## src/design/crcd_pkg.sv

```systemverilog
// ============================================================================
// crcd_pkg - clock replacement cache directory package
// Widths, configuration register indexes and the structs passed between the
// sequencer and the way cells.
// ============================================================================
`default_nettype none

package crcd_pkg;

    localparam int PAGE_W  = 32;
    localparam int COUNT_W = 32;
    localparam int SLOT_W  = 4;
    localparam int CAP_W   = 5;
    localparam int CFG_W   = 5;
    localparam int CFG_IDX_W = 1;

    typedef logic [CFG_IDX_W-1:0] cfg_idx_t;

    localparam cfg_idx_t CFG_POLICY      = 1'd0;
    localparam cfg_idx_t CFG_ACTIVE_WAYS = 1'd1;

    localparam logic [CAP_W-1:0] ACTIVE_WAYS_RESET = 5'd16;

    // commands from the sequencer to one way
    typedef struct packed {
        logic fill;     // load page, set valid and reference, dirty from write flag
        logic touch;    // hit: set reference, set dirty on a write
        logic clr_ref;  // hand passes over this way
        logic tok_we;   // hand token load or move
        logic tok_d;
    } cell_cmd_t;

    // priority chains rippling from way 0 upwards
    typedef struct packed {
        logic hit;
        logic inv;
    } chain_t;

    // per-way status back to the sequencer
    typedef struct packed {
        logic valid;
        logic dirty;
        logic refd;
        logic tok;
        logic hit_sel;
        logic inv_sel;
    } cell_stat_t;

endpackage

`default_nettype wire

```

## src/design/crcd_cell.sv

```systemverilog
// ============================================================================
// crcd_cell - one way of the directory
// Holds tag, valid, dirty and reference bits plus the clock hand token. Does
// its own tag compare and takes part in the first-match and first-free chains.
// ============================================================================
`default_nettype none

module crcd_cell (
    input  wire logic                        clk,
    input  wire logic                        rst_n,
    input  wire logic [crcd_pkg::PAGE_W-1:0] page,
    input  wire logic                        wr,
    input  wire logic                        in_cap,
    input  wire crcd_pkg::cell_cmd_t         cmd,
    input  wire crcd_pkg::chain_t            chain_in,
    output crcd_pkg::chain_t                 chain_out,
    output crcd_pkg::cell_stat_t             stat
);
    import crcd_pkg::*;

    logic [PAGE_W-1:0] tag_reg;
    logic              valid_reg;
    logic              dirty_reg;
    logic              ref_reg;
    logic              tok_reg;
    logic              match;
    logic              free;

    assign match = valid_reg && in_cap && (tag_reg == page);
    assign free  = !valid_reg && in_cap;

    assign chain_out.hit = chain_in.hit || match;
    assign chain_out.inv = chain_in.inv || free;

    assign stat.valid   = valid_reg;
    assign stat.dirty   = dirty_reg;
    assign stat.refd    = ref_reg;
    assign stat.tok     = tok_reg;
    assign stat.hit_sel = match && !chain_in.hit;
    assign stat.inv_sel = free && !chain_in.inv;

    always_ff @(posedge clk)
    begin
        if (cmd.fill)
        begin
            tag_reg <= page;
        end
    end

    always_ff @(posedge clk or negedge rst_n)
    begin
        if (!rst_n)
        begin
            valid_reg <= 1'b0;
            dirty_reg <= 1'b0;
            ref_reg   <= 1'b0;
            tok_reg   <= 1'b0;
        end
        else
        begin
            priority if (cmd.fill)
            begin
                valid_reg <= 1'b1;
                dirty_reg <= wr;
                ref_reg   <= 1'b1;
            end
            else if (cmd.touch)
            begin
                ref_reg <= 1'b1;
                if (wr)
                begin
                    dirty_reg <= 1'b1;
                end
            end
            else if (cmd.clr_ref)
            begin
                ref_reg <= 1'b0;
            end
            if (cmd.tok_we)
            begin
                tok_reg <= cmd.tok_d;
            end
        end
    end

endmodule

`default_nettype wire

```

## src/design/clock_replacement_cache_directory_core.sv

```systemverilog
// ============================================================================
// clock_replacement_cache_directory_core - clock page directory
// Fully associative directory of WAYS ways with plain or enhanced clock
// victim choice and saturating hit, miss and access counters.
// ============================================================================
//
//  channel   handshake              payload
//  -------   ---------------------  --------------------------------------------
//  item in   start, busy            page, write_access
//  result    done (one cycle)       hit, evicted, slot, hit_count, miss_count,
//                                   access_count
//  config    cfg_write              cfg_index, cfg_data
//
//  A hit or a fill of a free way goes through ST_LOOKUP and gives a registered done;
//  the next item may start in the done cycle.
//  An eviction adds the hand walk in ST_SCAN: the token moves one way a cycle;
//  enhanced clock walks the clean, dirty, retry and any passes in that order.
//  Reset clears all ways, the hand and the counters; no clearing pass.
//  The receiver takes every result in its done cycle.
// ============================================================================
`default_nettype none

module clock_replacement_cache_directory_core #(
    parameter int WAYS = 16
) (
    input  wire logic                             clk,
    input  wire logic                             rst_n,
    input  wire logic                             start,
    output logic                                  busy,
    input  wire logic [crcd_pkg::PAGE_W-1:0]      page,
    input  wire logic                             write_access,
    output logic                                  done,
    output logic                                  hit,
    output logic                                  evicted,
    output logic [crcd_pkg::SLOT_W-1:0]           slot,
    output logic [crcd_pkg::COUNT_W-1:0]          hit_count,
    output logic [crcd_pkg::COUNT_W-1:0]          miss_count,
    output logic [crcd_pkg::COUNT_W-1:0]          access_count,
    input  wire logic                             cfg_write,
    input  wire crcd_pkg::cfg_idx_t               cfg_index,
    input  wire logic [crcd_pkg::CFG_W-1:0]       cfg_data
);
    import crcd_pkg::*;

    localparam int IDX_W   = (WAYS > 1) ? $clog2(WAYS) : 1;
    localparam int MAX_CAP = (WAYS < 31) ? WAYS : 31;

    typedef enum logic [1:0] {
        ST_IDLE,
        ST_LOOKUP,
        ST_SCAN
    } state_t;

    typedef enum logic [2:0] {
        PASS_PLAIN,
        PASS_CLEAN,
        PASS_DIRTY,
        PASS_RETRY,
        PASS_ANY
    } pass_t;

    state_t             state_reg;
    pass_t              pass_reg;
    logic [CAP_W-1:0]   step_reg;
    logic [CAP_W-1:0]   fill_count_reg;
    logic [IDX_W-1:0]   hand_reg;
    logic [PAGE_W-1:0]  page_reg;
    logic               wr_reg;
    logic [COUNT_W-1:0] hits_reg;
    logic [COUNT_W-1:0] misses_reg;
    logic [COUNT_W-1:0] accesses_reg;
    logic               done_reg;
    logic               hit_reg;
    logic               evicted_reg;
    logic [SLOT_W-1:0]  slot_reg;
    logic               policy_reg;
    logic [CAP_W-1:0]   active_ways_reg;

    cell_cmd_t  cmd   [WAYS];
    cell_stat_t stat  [WAYS];
    chain_t     chain [WAYS+1];

    logic [WAYS-1:0]  hit_sel_v;
    logic [WAYS-1:0]  inv_sel_v;
    logic [WAYS-1:0]  tok_v;
    logic [WAYS-1:0]  ref_v;
    logic [WAYS-1:0]  dirty_v;
    logic [WAYS-1:0]  valid_v;
    logic [WAYS-1:0]  in_cap_v;
    logic [WAYS-1:0]  last_v;
    logic [WAYS-1:0]  tok_nb;

    logic [CAP_W-1:0] cap;
    logic [CAP_W-1:0] cap_m1;
    logic [IDX_W-1:0] start_idx;
    logic [IDX_W-1:0] hit_idx;
    logic [IDX_W-1:0] inv_idx;
    logic [IDX_W-1:0] tok_idx;
    logic [IDX_W-1:0] hand_next;
    logic             hit_any;
    logic             inv_any;
    logic             fill_ok;
    logic             sel_ref;
    logic             sel_dirty;
    logic             sel_valid;
    logic             wrap_tok;
    logic             take;
    logic             last_step;

    assign chain[0] = '0;

    for (genvar g = 0; g < WAYS; g++)
    begin : g_way
        crcd_cell u_cell (
            .clk       (clk),
            .rst_n     (rst_n),
            .page      (page_reg),
            .wr        (wr_reg),
            .in_cap    (in_cap_v[g]),
            .cmd       (cmd[g]),
            .chain_in  (chain[g]),
            .chain_out (chain[g+1]),
            .stat      (stat[g])
        );

        assign hit_sel_v[g] = stat[g].hit_sel;
        assign inv_sel_v[g] = stat[g].inv_sel;
        assign tok_v[g]     = stat[g].tok;
        assign ref_v[g]     = stat[g].refd;
        assign dirty_v[g]   = stat[g].dirty;
        assign valid_v[g]   = stat[g].valid;
        assign in_cap_v[g]  = (g < int'(cap));
        assign last_v[g]    = (g == int'(cap_m1));
    end

    // capacity: zero acts as one, anything above the way count as the way count
    always_comb
    begin
        if (active_ways_reg == '0)
        begin
            cap = CAP_W'(1);
        end
        else if (int'(active_ways_reg) > WAYS)
        begin
            cap = CAP_W'(MAX_CAP);
        end
        else
        begin
            cap = active_ways_reg;
        end
    end

    assign cap_m1    = cap - CAP_W'(1);
    assign start_idx = (int'(hand_reg) < int'(cap)) ? hand_reg : '0;
    assign hit_any   = chain[WAYS].hit;
    assign inv_any   = chain[WAYS].inv;
    assign fill_ok   = !hit_any && (fill_count_reg < cap) && inv_any;
    assign sel_ref   = |(tok_v & ref_v);
    assign sel_dirty = |(tok_v & dirty_v);
    assign sel_valid = |(tok_v & valid_v);
    assign wrap_tok  = |(tok_v & last_v);
    // token moves to the next way in use, wrapping at the last one
    assign tok_nb    = ((tok_v & ~last_v) << 1) | WAYS'(wrap_tok);
    assign last_step = (step_reg == cap_m1);
    assign hand_next = (int'(tok_idx) == int'(cap_m1)) ? '0 : tok_idx + IDX_W'(1);

    always_comb
    begin
        hit_idx = '0;
        inv_idx = '0;
        tok_idx = '0;
        for (int i = 0; i < WAYS; i++)
        begin
            if (hit_sel_v[i])
            begin
                hit_idx = hit_idx | IDX_W'(i);
            end
            if (inv_sel_v[i])
            begin
                inv_idx = inv_idx | IDX_W'(i);
            end
            if (tok_v[i])
            begin
                tok_idx = tok_idx | IDX_W'(i);
            end
        end
    end

    always_comb
    begin
        unique case (pass_reg)
            PASS_PLAIN: take = !sel_ref;
            PASS_CLEAN: take = !sel_ref && !sel_dirty;
            PASS_DIRTY: take = !sel_ref && sel_dirty;
            PASS_RETRY: take = !sel_ref && !sel_dirty;
            PASS_ANY:   take = 1'b1;
            default:    take = 1'b1;
        endcase
    end

    always_comb
    begin
        for (int i = 0; i < WAYS; i++)
        begin
            cmd[i] = '0;
            unique case (state_reg)
                ST_LOOKUP:
                begin
                    cmd[i].touch  = hit_any && hit_sel_v[i];
                    cmd[i].fill   = fill_ok && inv_sel_v[i];
                    cmd[i].tok_we = !hit_any && !fill_ok;
                    cmd[i].tok_d  = (i == int'(start_idx));
                end
                ST_SCAN:
                begin
                    if (take)
                    begin
                        cmd[i].fill = tok_v[i];
                    end
                    else
                    begin
                        cmd[i].clr_ref = tok_v[i] &&
                                         (pass_reg == PASS_PLAIN || pass_reg == PASS_DIRTY);
                        cmd[i].tok_we  = 1'b1;
                        cmd[i].tok_d   = tok_nb[i];
                    end
                end
                default:
                begin
                    cmd[i] = '0;
                end
            endcase
        end
    end

    always_ff @(posedge clk or negedge rst_n)
    begin
        if (!rst_n)
        begin
            policy_reg      <= 1'b0;
            active_ways_reg <= ACTIVE_WAYS_RESET;
        end
        else if (cfg_write)
        begin
            unique case (cfg_index)
                CFG_POLICY:      policy_reg      <= cfg_data[0];
                CFG_ACTIVE_WAYS: active_ways_reg <= cfg_data;
                default:         policy_reg      <= policy_reg;
            endcase
        end
    end

    always_ff @(posedge clk or negedge rst_n)
    begin
        if (!rst_n)
        begin
            state_reg      <= ST_IDLE;
            pass_reg       <= PASS_PLAIN;
            step_reg       <= '0;
            fill_count_reg <= '0;
            hand_reg       <= '0;
            page_reg       <= '0;
            wr_reg         <= 1'b0;
            hits_reg       <= '0;
            misses_reg     <= '0;
            accesses_reg   <= '0;
            done_reg       <= 1'b0;
            hit_reg        <= 1'b0;
            evicted_reg    <= 1'b0;
            slot_reg       <= '0;
        end
        else
        begin
            done_reg <= 1'b0;
            unique case (state_reg)
                ST_IDLE:
                begin
                    if (start)
                    begin
                        page_reg  <= page;
                        wr_reg    <= write_access;
                        state_reg <= ST_LOOKUP;
                    end
                end
                ST_LOOKUP:
                begin
                    if (accesses_reg != '1)
                    begin
                        accesses_reg <= accesses_reg + COUNT_W'(1);
                    end
                    if (hit_any)
                    begin
                        if (hits_reg != '1)
                        begin
                            hits_reg <= hits_reg + COUNT_W'(1);
                        end
                        hit_reg     <= 1'b1;
                        evicted_reg <= 1'b0;
                        slot_reg    <= SLOT_W'(hit_idx);
                        done_reg    <= 1'b1;
                        state_reg   <= ST_IDLE;
                    end
                    else
                    begin
                        if (misses_reg != '1)
                        begin
                            misses_reg <= misses_reg + COUNT_W'(1);
                        end
                        if (fill_ok)
                        begin
                            fill_count_reg <= fill_count_reg + CAP_W'(1);
                            hit_reg        <= 1'b0;
                            evicted_reg    <= 1'b0;
                            slot_reg       <= SLOT_W'(inv_idx);
                            done_reg       <= 1'b1;
                            state_reg      <= ST_IDLE;
                        end
                        else
                        begin
                            pass_reg  <= policy_reg ? PASS_CLEAN : PASS_PLAIN;
                            step_reg  <= '0;
                            state_reg <= ST_SCAN;
                        end
                    end
                end
                ST_SCAN:
                begin
                    if (take)
                    begin
                        hit_reg     <= 1'b0;
                        evicted_reg <= sel_valid;
                        slot_reg    <= SLOT_W'(tok_idx);
                        hand_reg    <= hand_next;
                        done_reg    <= 1'b1;
                        state_reg   <= ST_IDLE;
                    end
                    else if (last_step)
                    begin
                        // a full turn of the hand without a victim: next class (enhanced clock only)
                        step_reg <= '0;
                        unique case (pass_reg)
                            PASS_CLEAN: pass_reg <= PASS_DIRTY;
                            PASS_DIRTY: pass_reg <= PASS_RETRY;
                            PASS_RETRY: pass_reg <= PASS_ANY;
                            default:    pass_reg <= pass_reg;
                        endcase
                    end
                    else
                    begin
                        step_reg <= step_reg + CAP_W'(1);
                    end
                end
                default:
                begin
                    state_reg <= ST_IDLE;
                end
            endcase
        end
    end

    assign busy         = (state_reg != ST_IDLE);
    assign done         = done_reg;
    assign hit          = hit_reg;
    assign evicted      = evicted_reg;
    assign slot         = slot_reg;
    assign hit_count    = hits_reg;
    assign miss_count   = misses_reg;
    assign access_count = accesses_reg;

endmodule

`default_nettype wire
```

## config.mk

```make
export PLATFORM = sky130hd
export DESIGN_NAME = clock_replacement_cache_directory_core
export DESIGN_NICKNAME = d
export VERILOG_FILES = /design/src/design/crcd_pkg.sv /design/src/design/crcd_cell.sv /design/src/design/clock_replacement_cache_directory_core.sv
export SDC_FILE = /design/constraint.sdc
export NUM_CORES = 1
export LEC_CHECK = 0
export ABC_CLOCK_PERIOD_IN_PS = 6810
export BUFFER_PORTS_ARGS = -buffer_cell sky130_fd_sc_hd__buf_4
export CORE_MARGIN = 2
export CORE_UTILIZATION = 26
export CTS_CLUSTER_SIZE = 30
export DETAILED_ROUTE_END_ITERATION = 6
export HOLD_SLACK_MARGIN = 0.1
export PLACE_DENSITY_LB_ADDON = 0.2
export SLEW_MARGIN = 5
export SYNTH_ARGS = -nofsm -noshare
export SYNTH_HDL_FRONTEND = slang
export SYNTH_HIERARCHICAL = 1
export SYNTH_SLANG_ARGS = --single-unit
```

## constraint.sdc

```tcl
create_clock -name clk -period 6.81 [get_ports clk]
set_input_delay 1.362 -clock clk [delete_from_list [all_inputs] [get_ports clk]]
set_output_delay 1.362 -clock clk [all_outputs]
set_load 0.05 [all_outputs]
```

==> flow_metrics.tcl, run 1 <==
set metrics [dict create \
    status "finished, violations left" \
    violations "capacitance limit, slew limit" \
    core_area_mm2 0.129 \
    cts_tree "built" \
    seqCellArea_mm2 0.0210 \
    path_class "flop to flop" \
    cp-end-kind "flop" \
    synth.distinct_cells 82 \
    yosysTopAreaCellShare_pct 45.6 \
    drv_slew 42 \
    numCtsBuffers 86 \
    grt_max_degree 129 \
    critPathArrivalTime_ns 6.83 \
    wire_per_inst_um 20.4 \
    cp_slowest_stage_delay_ns 0.53 \
    finalNetCount 2821 \
    rr_worst_depth 41 \
    min_delay_path_depth 1 \
    fin_worst_skew_ns 0.0356 \
    clkSinkCount 737 \
    port_buffers 146 \
    setup_violations 0 \
    gp_congestion 0.864 \
    antenna_found_initial 1 \
    cp_max_fo 21 \
    ys_ff_latch 737 \
    drv_cap 1 \
    leakage_nw 14.8 \
    hold_path.class "flop to flop" \
    drcViolationCount 0 \
    yosysWarningCount 6 \
    viasPerCell 4.54 \
    clock_path_buffers 3 \
    slowest_stage "dfstp_2" \
    synthCells 2473 \
    layout_min_cycle_time_ns 6.30 \
    chipWidth_um 364 \
    drt-pass1-iter-count 5 \
    dp.cells 4339 \
    syn_to_final_growth_pct 21.4 \
    hold_violations 0 \
    rsz0062_at_grt "yes" \
    timing.critical_path.required_ns 7.33 \
    power.total_w 0.0156 \
    drt_iter0_drc 1584 \
    dr_total_vias 20800 \
    cpMostUsedCell "inv_1" \
    hpwl_um 59800 \
    drive_gt1_share_pct 22.1 \
    start_util_pct 26.1 \
    layout_commonest_cell "edfxtp_1" \
    final_cell_mix "512 x edfxtp_1, 333 x xnor2_1, 286 x xor2_1" \
    maxSlewHeadroom_pct -15.8 \
    fillerInstances 12900 \
    pin_count 147 \
    synth_edf_count 512 \
    grt_pass1_vias 20800 \
    htreeDepth 3 \
    cp-start-kind "flop" \
    grt_overflow 0 \
    ys_seq_area_share_pct 62.2 \
    grt_usage_pct 13.2 \
    syn-cell-area_mm2 0.0337 \
    rows 132 \
    powerDensity_mw_per_mm2 381 \
    fin_cells 4575 \
    clock_latency_ns 0.66 \
    holdBufCountCts 0 \
    multi_input_area_mm2 0.0122 \
    synth_ff_type "edfxtp_1" \
    die_area_mm2 0.133 \
    post-route-period-util_pct 92.6 \
    max_freq_mhz 159 \
    irDropWorstVdd_mv 0.221 \
    root_buffer "clkbuf_16" \
    wirelength_um 93100 \
    syn_area_per_cell_um2 13.6 \
    synth.largest_area_cell "edfxtp_1" \
    async_reset_ff_share_pct 30.5 \
    worstMarginPinSlew_ns 1.74 \
    yosys-top-cells-area "edfxtp_1 46%, dfrtp_1 17%, xnor2_1 8.6%, xor2_1 7.4%, mux2_2 2.1%" \
    grt_pass1_wl_um 134000 \
    die_h_um 364 \
    largest_reg_flops 512 \
    cts.reportedPaths.clkPinSlew_ns 0.07 \
    ant_nets 0 \
]
[worst paths after layout]
kind	start	end	slack, ns
setup / recovery	active_ways_reg[4]	slot[1]	0.51
hold / removal	fill_count_reg[4]	fill_count_reg[4]	0.48
setup reg to reg	active_ways_reg[4]	slot[1]	0.51
hold reg to reg	fill_count_reg[4]	fill_count_reg[4]	0.48
max in group asynchronous	rst_n	page_reg[25]	4.69
min in group asynchronous	rst_n	hit_count[22]	0.77
[report_power, final]
group          internal (W)  switching (W)  total, W  leakage (nW)
Combinational       0.00180        0.00302   0.00482          5.96
Sequential          0.00553       0.000393   0.00593          7.43
Clock               0.00293        0.00191   0.00484          1.46
Total                0.0103        0.00532    0.0156          14.8
[metal layers]
layer	GRT usage [%]	vias up	share of wire, %
li1	-	9538	-
met4	4.28	0	3.0
met5	0	-	0
met3	2.74	138	5.3
met2	19.8	550	45
met1	18.9	10500	47
[critical path, delay by kind of cell (launching register included)]
kind,cells,cell delay [ns]
AOI/OAI and AO/OA,17,2.24
buffers and inverters,17,2.01
and+or+nand+nor,6,1.09
DFF,1,0.53
muxes,1,0.30
[final cells by class]
class / count / share of cell area [%]
clock buffers: 122 / 5.93
flip-flops and latches: 737 / 51.3
multi-input cells: 1578 / 29.8
well taps: 1742 / 5.32
diodes: 2 / 0.0122
repair buffers: 282 / 5.69
clock inverters: 39 / 1.31
inverters: 73 / 0.669
[metrics by stage]
stage / area, um2 / hold WS (ns) / utilization [%] / setup slack (ns) / setup TNS [ns]
floorplan: 33800 / 0.452 / - / 0.294 / 0
global placement: 37100 / 0.476 / 28.8 / 0.300 / 0
detailed placement: 37100 / 0.472 / 28.8 / 0.334 / 0
CTS: 40100 / 0.486 / 31.1 / 0.268 / 0
global route: 40900 / 0.497 / 31.7 / -0.0436 / -0.676
finish: 41000 / 0.480 / 31.7 / 0.506 / 0
[kinds of logic (layout without fill, tap and decap cells)]
family | after synthesis | after routing | share of synthesized area (%)
and+or+nand+nor | 631 | 647 | 11.2
xor gates and xnor gates | 620 | 620 | 16.1
AOI/OAI and AO/OA | 215 | 215 | 4.53
adders and majority gates | 20 | 20 | 0.742
muxes | 70 | 70 | 2.32
DFF | 737 | 737 | 62.2
buffers and inverters | 178 | 516 | 2.80
other | 2 | 8 | 0.0223
[Yosys cell counts, types with 5 or more instances]
cell type	n
o21ai_0	93
mux2_2	64
edfxtp_1	512
nor2b_1	20
or4_4	17
clkbuf_1	19
and4_1	13
nand4_1	93
a22o_1	12
nor3_1	19
nand3b_1	5
xnor2_1	333
nand2_1	77
dfrtp_1	224
xor2_1	286
nor4_2	17
nand3_1	77
nand2b_1	36
nor2_1	73
or2_2	18
a21o_1	6
ha_1	20
a21oi_1	10
buf_4	67
and2_1	25
buf_2	13
a221oi_1	11
nor4_1	79
inv_1	71
o22ai_1	11
o31ai_2	16
a22oi_1	20
and3_1	35
o32ai_1	6
[timing repair]
action / in CTS / in global routing
resized for setup: 0 / 23
buffers inserted: 0 / 57
setup endpoints to repair: 0 / 596
Power figures use the tool's default switching activity.
==> inputs of run 2 (changes only) <==
--- a/config.mk
+++ b/config.mk
@@ -8,7 +8,7 @@
 export ABC_CLOCK_PERIOD_IN_PS = 6810
 export BUFFER_PORTS_ARGS = -buffer_cell sky130_fd_sc_hd__buf_4
 export CORE_MARGIN = 2
-export CORE_UTILIZATION = 26
+export CORE_UTILIZATION = 55
 export CTS_CLUSTER_SIZE = 30
 export DETAILED_ROUTE_END_ITERATION = 6
 export HOLD_SLACK_MARGIN = 0.1
==> run 2 against run 1 <==
Net effect:
- power fell by 5.2%
- worst hold slack got worse by 0.0040 ns
- global-route usage rose by 12 points
- count of clock-buffer cells in the layout fell by 15
- combinational power fell by 3%
- the run now ends clean
- routed wire length fell by 11%
- utilization rose by 33 points
- final cell count fell by 22%
- critical endpoint is now g_way[8].u_cell/valid_reg
- largest cell class unchanged
- sequential share of layout area rose by 2.6 points
==> flow_metrics.tcl, run 2 (synthesized netlist as in run 1, its figures left out) <==
set metrics [dict create \
    status "finished, final reports clean" \
    die_h_um 252 \
    reg2reg_from "active_ways_reg[4]" \
    maxSlewHeadroom_pct 32.7 \
    final_area_mm2 0.0390 \
    timing.critical_path.required_ns 7.31 \
    cts_tree "built" \
    slowest_stage "or4_4" \
    hold_path.class "flop to flop" \
    setup_slack_ns 0.464 \
    drv_cap 0 \
    wirelength_um 82900 \
    ant_nets 0 \
    min_delay_path_depth 1 \
    hold_violations 0 \
    cp-end-kind "flop" \
    chipWidth_um 252 \
    root_buffer "clkbuf_16" \
    powerDensity_mw_per_mm2 379 \
    wire_per_inst_um 23.3 \
    drv_slew 0 \
    grt_usage_pct 24.9 \
    viasPerCell 5.86 \
    finalNetCount 2771 \
    dp_slack_ns 0.208 \
    port_buffers 146 \
    grt_pass1_wl_um 121000 \
    rsz0062_at_grt "no" \
    clock_latency_ns 0.64 \
    rr_worst_depth 42 \
    drt_iter0_drc 2145 \
    grt_overflow 0 \
    numCtsBuffers 78 \
    min_to "hit" \
    setup-tns-final_ns 0 \
    htreeDepth 3 \
    setup_violations 0 \
    start_util_pct 55.8 \
    critPathArrivalTime_ns 6.85 \
    die_area_mm2 0.0634 \
    cp-start-kind "flop" \
    grt_pass1_vias 20500 \
    final_cell_mix "512 x edfxtp_1, 333 x xnor2_1, 286 x xor2_1" \
    max_freq_mhz 158 \
    cts.reportedPaths.clkPinSlew_ns 0.06 \
    pin_count 147 \
    cp_max_fo 21 \
    post-route-period-util_pct 93.2 \
    irDropWorstVdd_mv 0.328 \
    dr_total_vias 20800 \
    drcViolationCount 0 \
    drt-pass1-iter-count 6 \
    core_area_mm2 0.0605 \
    clock_path_buffers 3 \
    utilization_pct 64.5 \
    grt_max_degree 131 \
    drive_gt1_share_pct 20.5 \
    rows 90 \
    gp_congestion 0.957 \
    layout_commonest_cell "edfxtp_1" \
    rr_endpoint "g_way[8].u_cell/valid_reg" \
    placed_cell_area_mm2 0.0359 \
    leakage_nw 14.4 \
    clkSinkCount 737 \
    largest_reg_flops 512 \
    hpwl_um 51800 \
    worstMarginPinSlew_ns 1.01 \
    hold_start "hit" \
    reg2reg_setup_slack_ns 0.46 \
    syn_to_final_growth_pct 15.5 \
    fin_worst_skew_ns 0.0336 \
    antenna_found_initial 1 \
    path_class "flop to flop" \
    layout_min_cycle_time_ns 6.35 \
    cp_slowest_stage_delay_ns 0.45 \
]
## run 2: cell count changes in the layout (fill, tap and decap cells not counted), moves of 2 or more
| cell | delta |
|---|---|
| clkinv_16 | +2 |
| clkinvlp_4 | +2 |
| nor2b_4 | +15 |
| buf_12 | -10 |
| buf_4 | -32 |
| clkinv_2 | -3 |
| inv_16 | -3 |
| clkinv_1 | +5 |
| clkinv_4 | +2 |
| nor2b_2 | -15 |
| clkbuf_1 | -9 |
| bufinv_16 | -8 |
| clkbuf_16 | -7 |
## run 2: worst max path at each step
stage	depth (start not counted)	slack, ns	endpoint	from
final	42	0.46	g_way[8].u_cell/valid_reg	active_ways_reg[4]
after global routing	42	0.03	g_way[8].u_cell/valid_reg	active_ways_reg[4]
after CTS	43	0.17	hit_count[31]	active_ways_reg[4]
after detailed placement	43	0.21	hit_count[31]	active_ways_reg[4]
after global placement	43	0.37	hit_count[31]	active_ways_reg[4]
after floorplan	44	0.29	g_way[10].u_cell/dirty_reg	active_ways_reg[4]
## run 2: per-layer routing
| layer | wire length (um) | GRT usage (%) | vias to the layer above |
|---|---|---|---|
| li1 | - | - | 9400 |
| met1 | 35700 | 35.6 | 10500 |
| met2 | 39100 | 39.3 | 788 |
| met3 | 5600 | 4.25 | 150 |
| met4 | 2510 | 7.43 | 0 |
| met5 | 0 | 0 | - |
## run 2: area by class of cell
type,count,area (um2)
Timing Repair Buffer,240,1890
Clock inverter,35,330
Antenna cell,1,2.50
Multi-Input combinational cell,1578,12300
Clock buffer,107,2230
Sequential cell,737,21000
Tap cell,782,978
Inverter,73,274
Fill cell,4446,21500
## run 2: per-stage QoR
step | std cells | power, W | hold slack, ns
3_5_place_dp | 3372 | 0.0105 | 0.472
2_1_floorplan | 2477 | 0.00890 | 0.452
6_report | 3553 | 0.0148 | 0.475
4_1_cts | 3514 | 0.0147 | 0.483
5_1_grt | 3552 | 0.0154 | 0.498
3_3_place_gp | 3372 | 0.0104 | 0.473
## run 2: where the power goes
| group | switching [W] | total, W | internal, W |
|---|---|---|---|
| Clock | 0.00177 | 0.00420 | 0.00243 |
| Combinational | 0.00290 | 0.00469 | 0.00179 |
| Sequential | 0.000350 | 0.00588 | 0.00553 |
## run 2: what timing repair did
action                     CTS  global route
gates resized for setup      0            41
setup endpoints to repair    0           611
setup buffers                0            22
hold buffers                 0             0
## run 2: worst max-delay path, delay by kind of cell (launching register included)
kind | cells | cell delay [ns]
AOI/OAI and AO/OA | 16 | 1.98
adders and majority gates | 1 | 0.26
buffers and inverters | 17 | 1.81
DFF | 1 | 0.40
and+or+nand+nor | 8 | 1.79
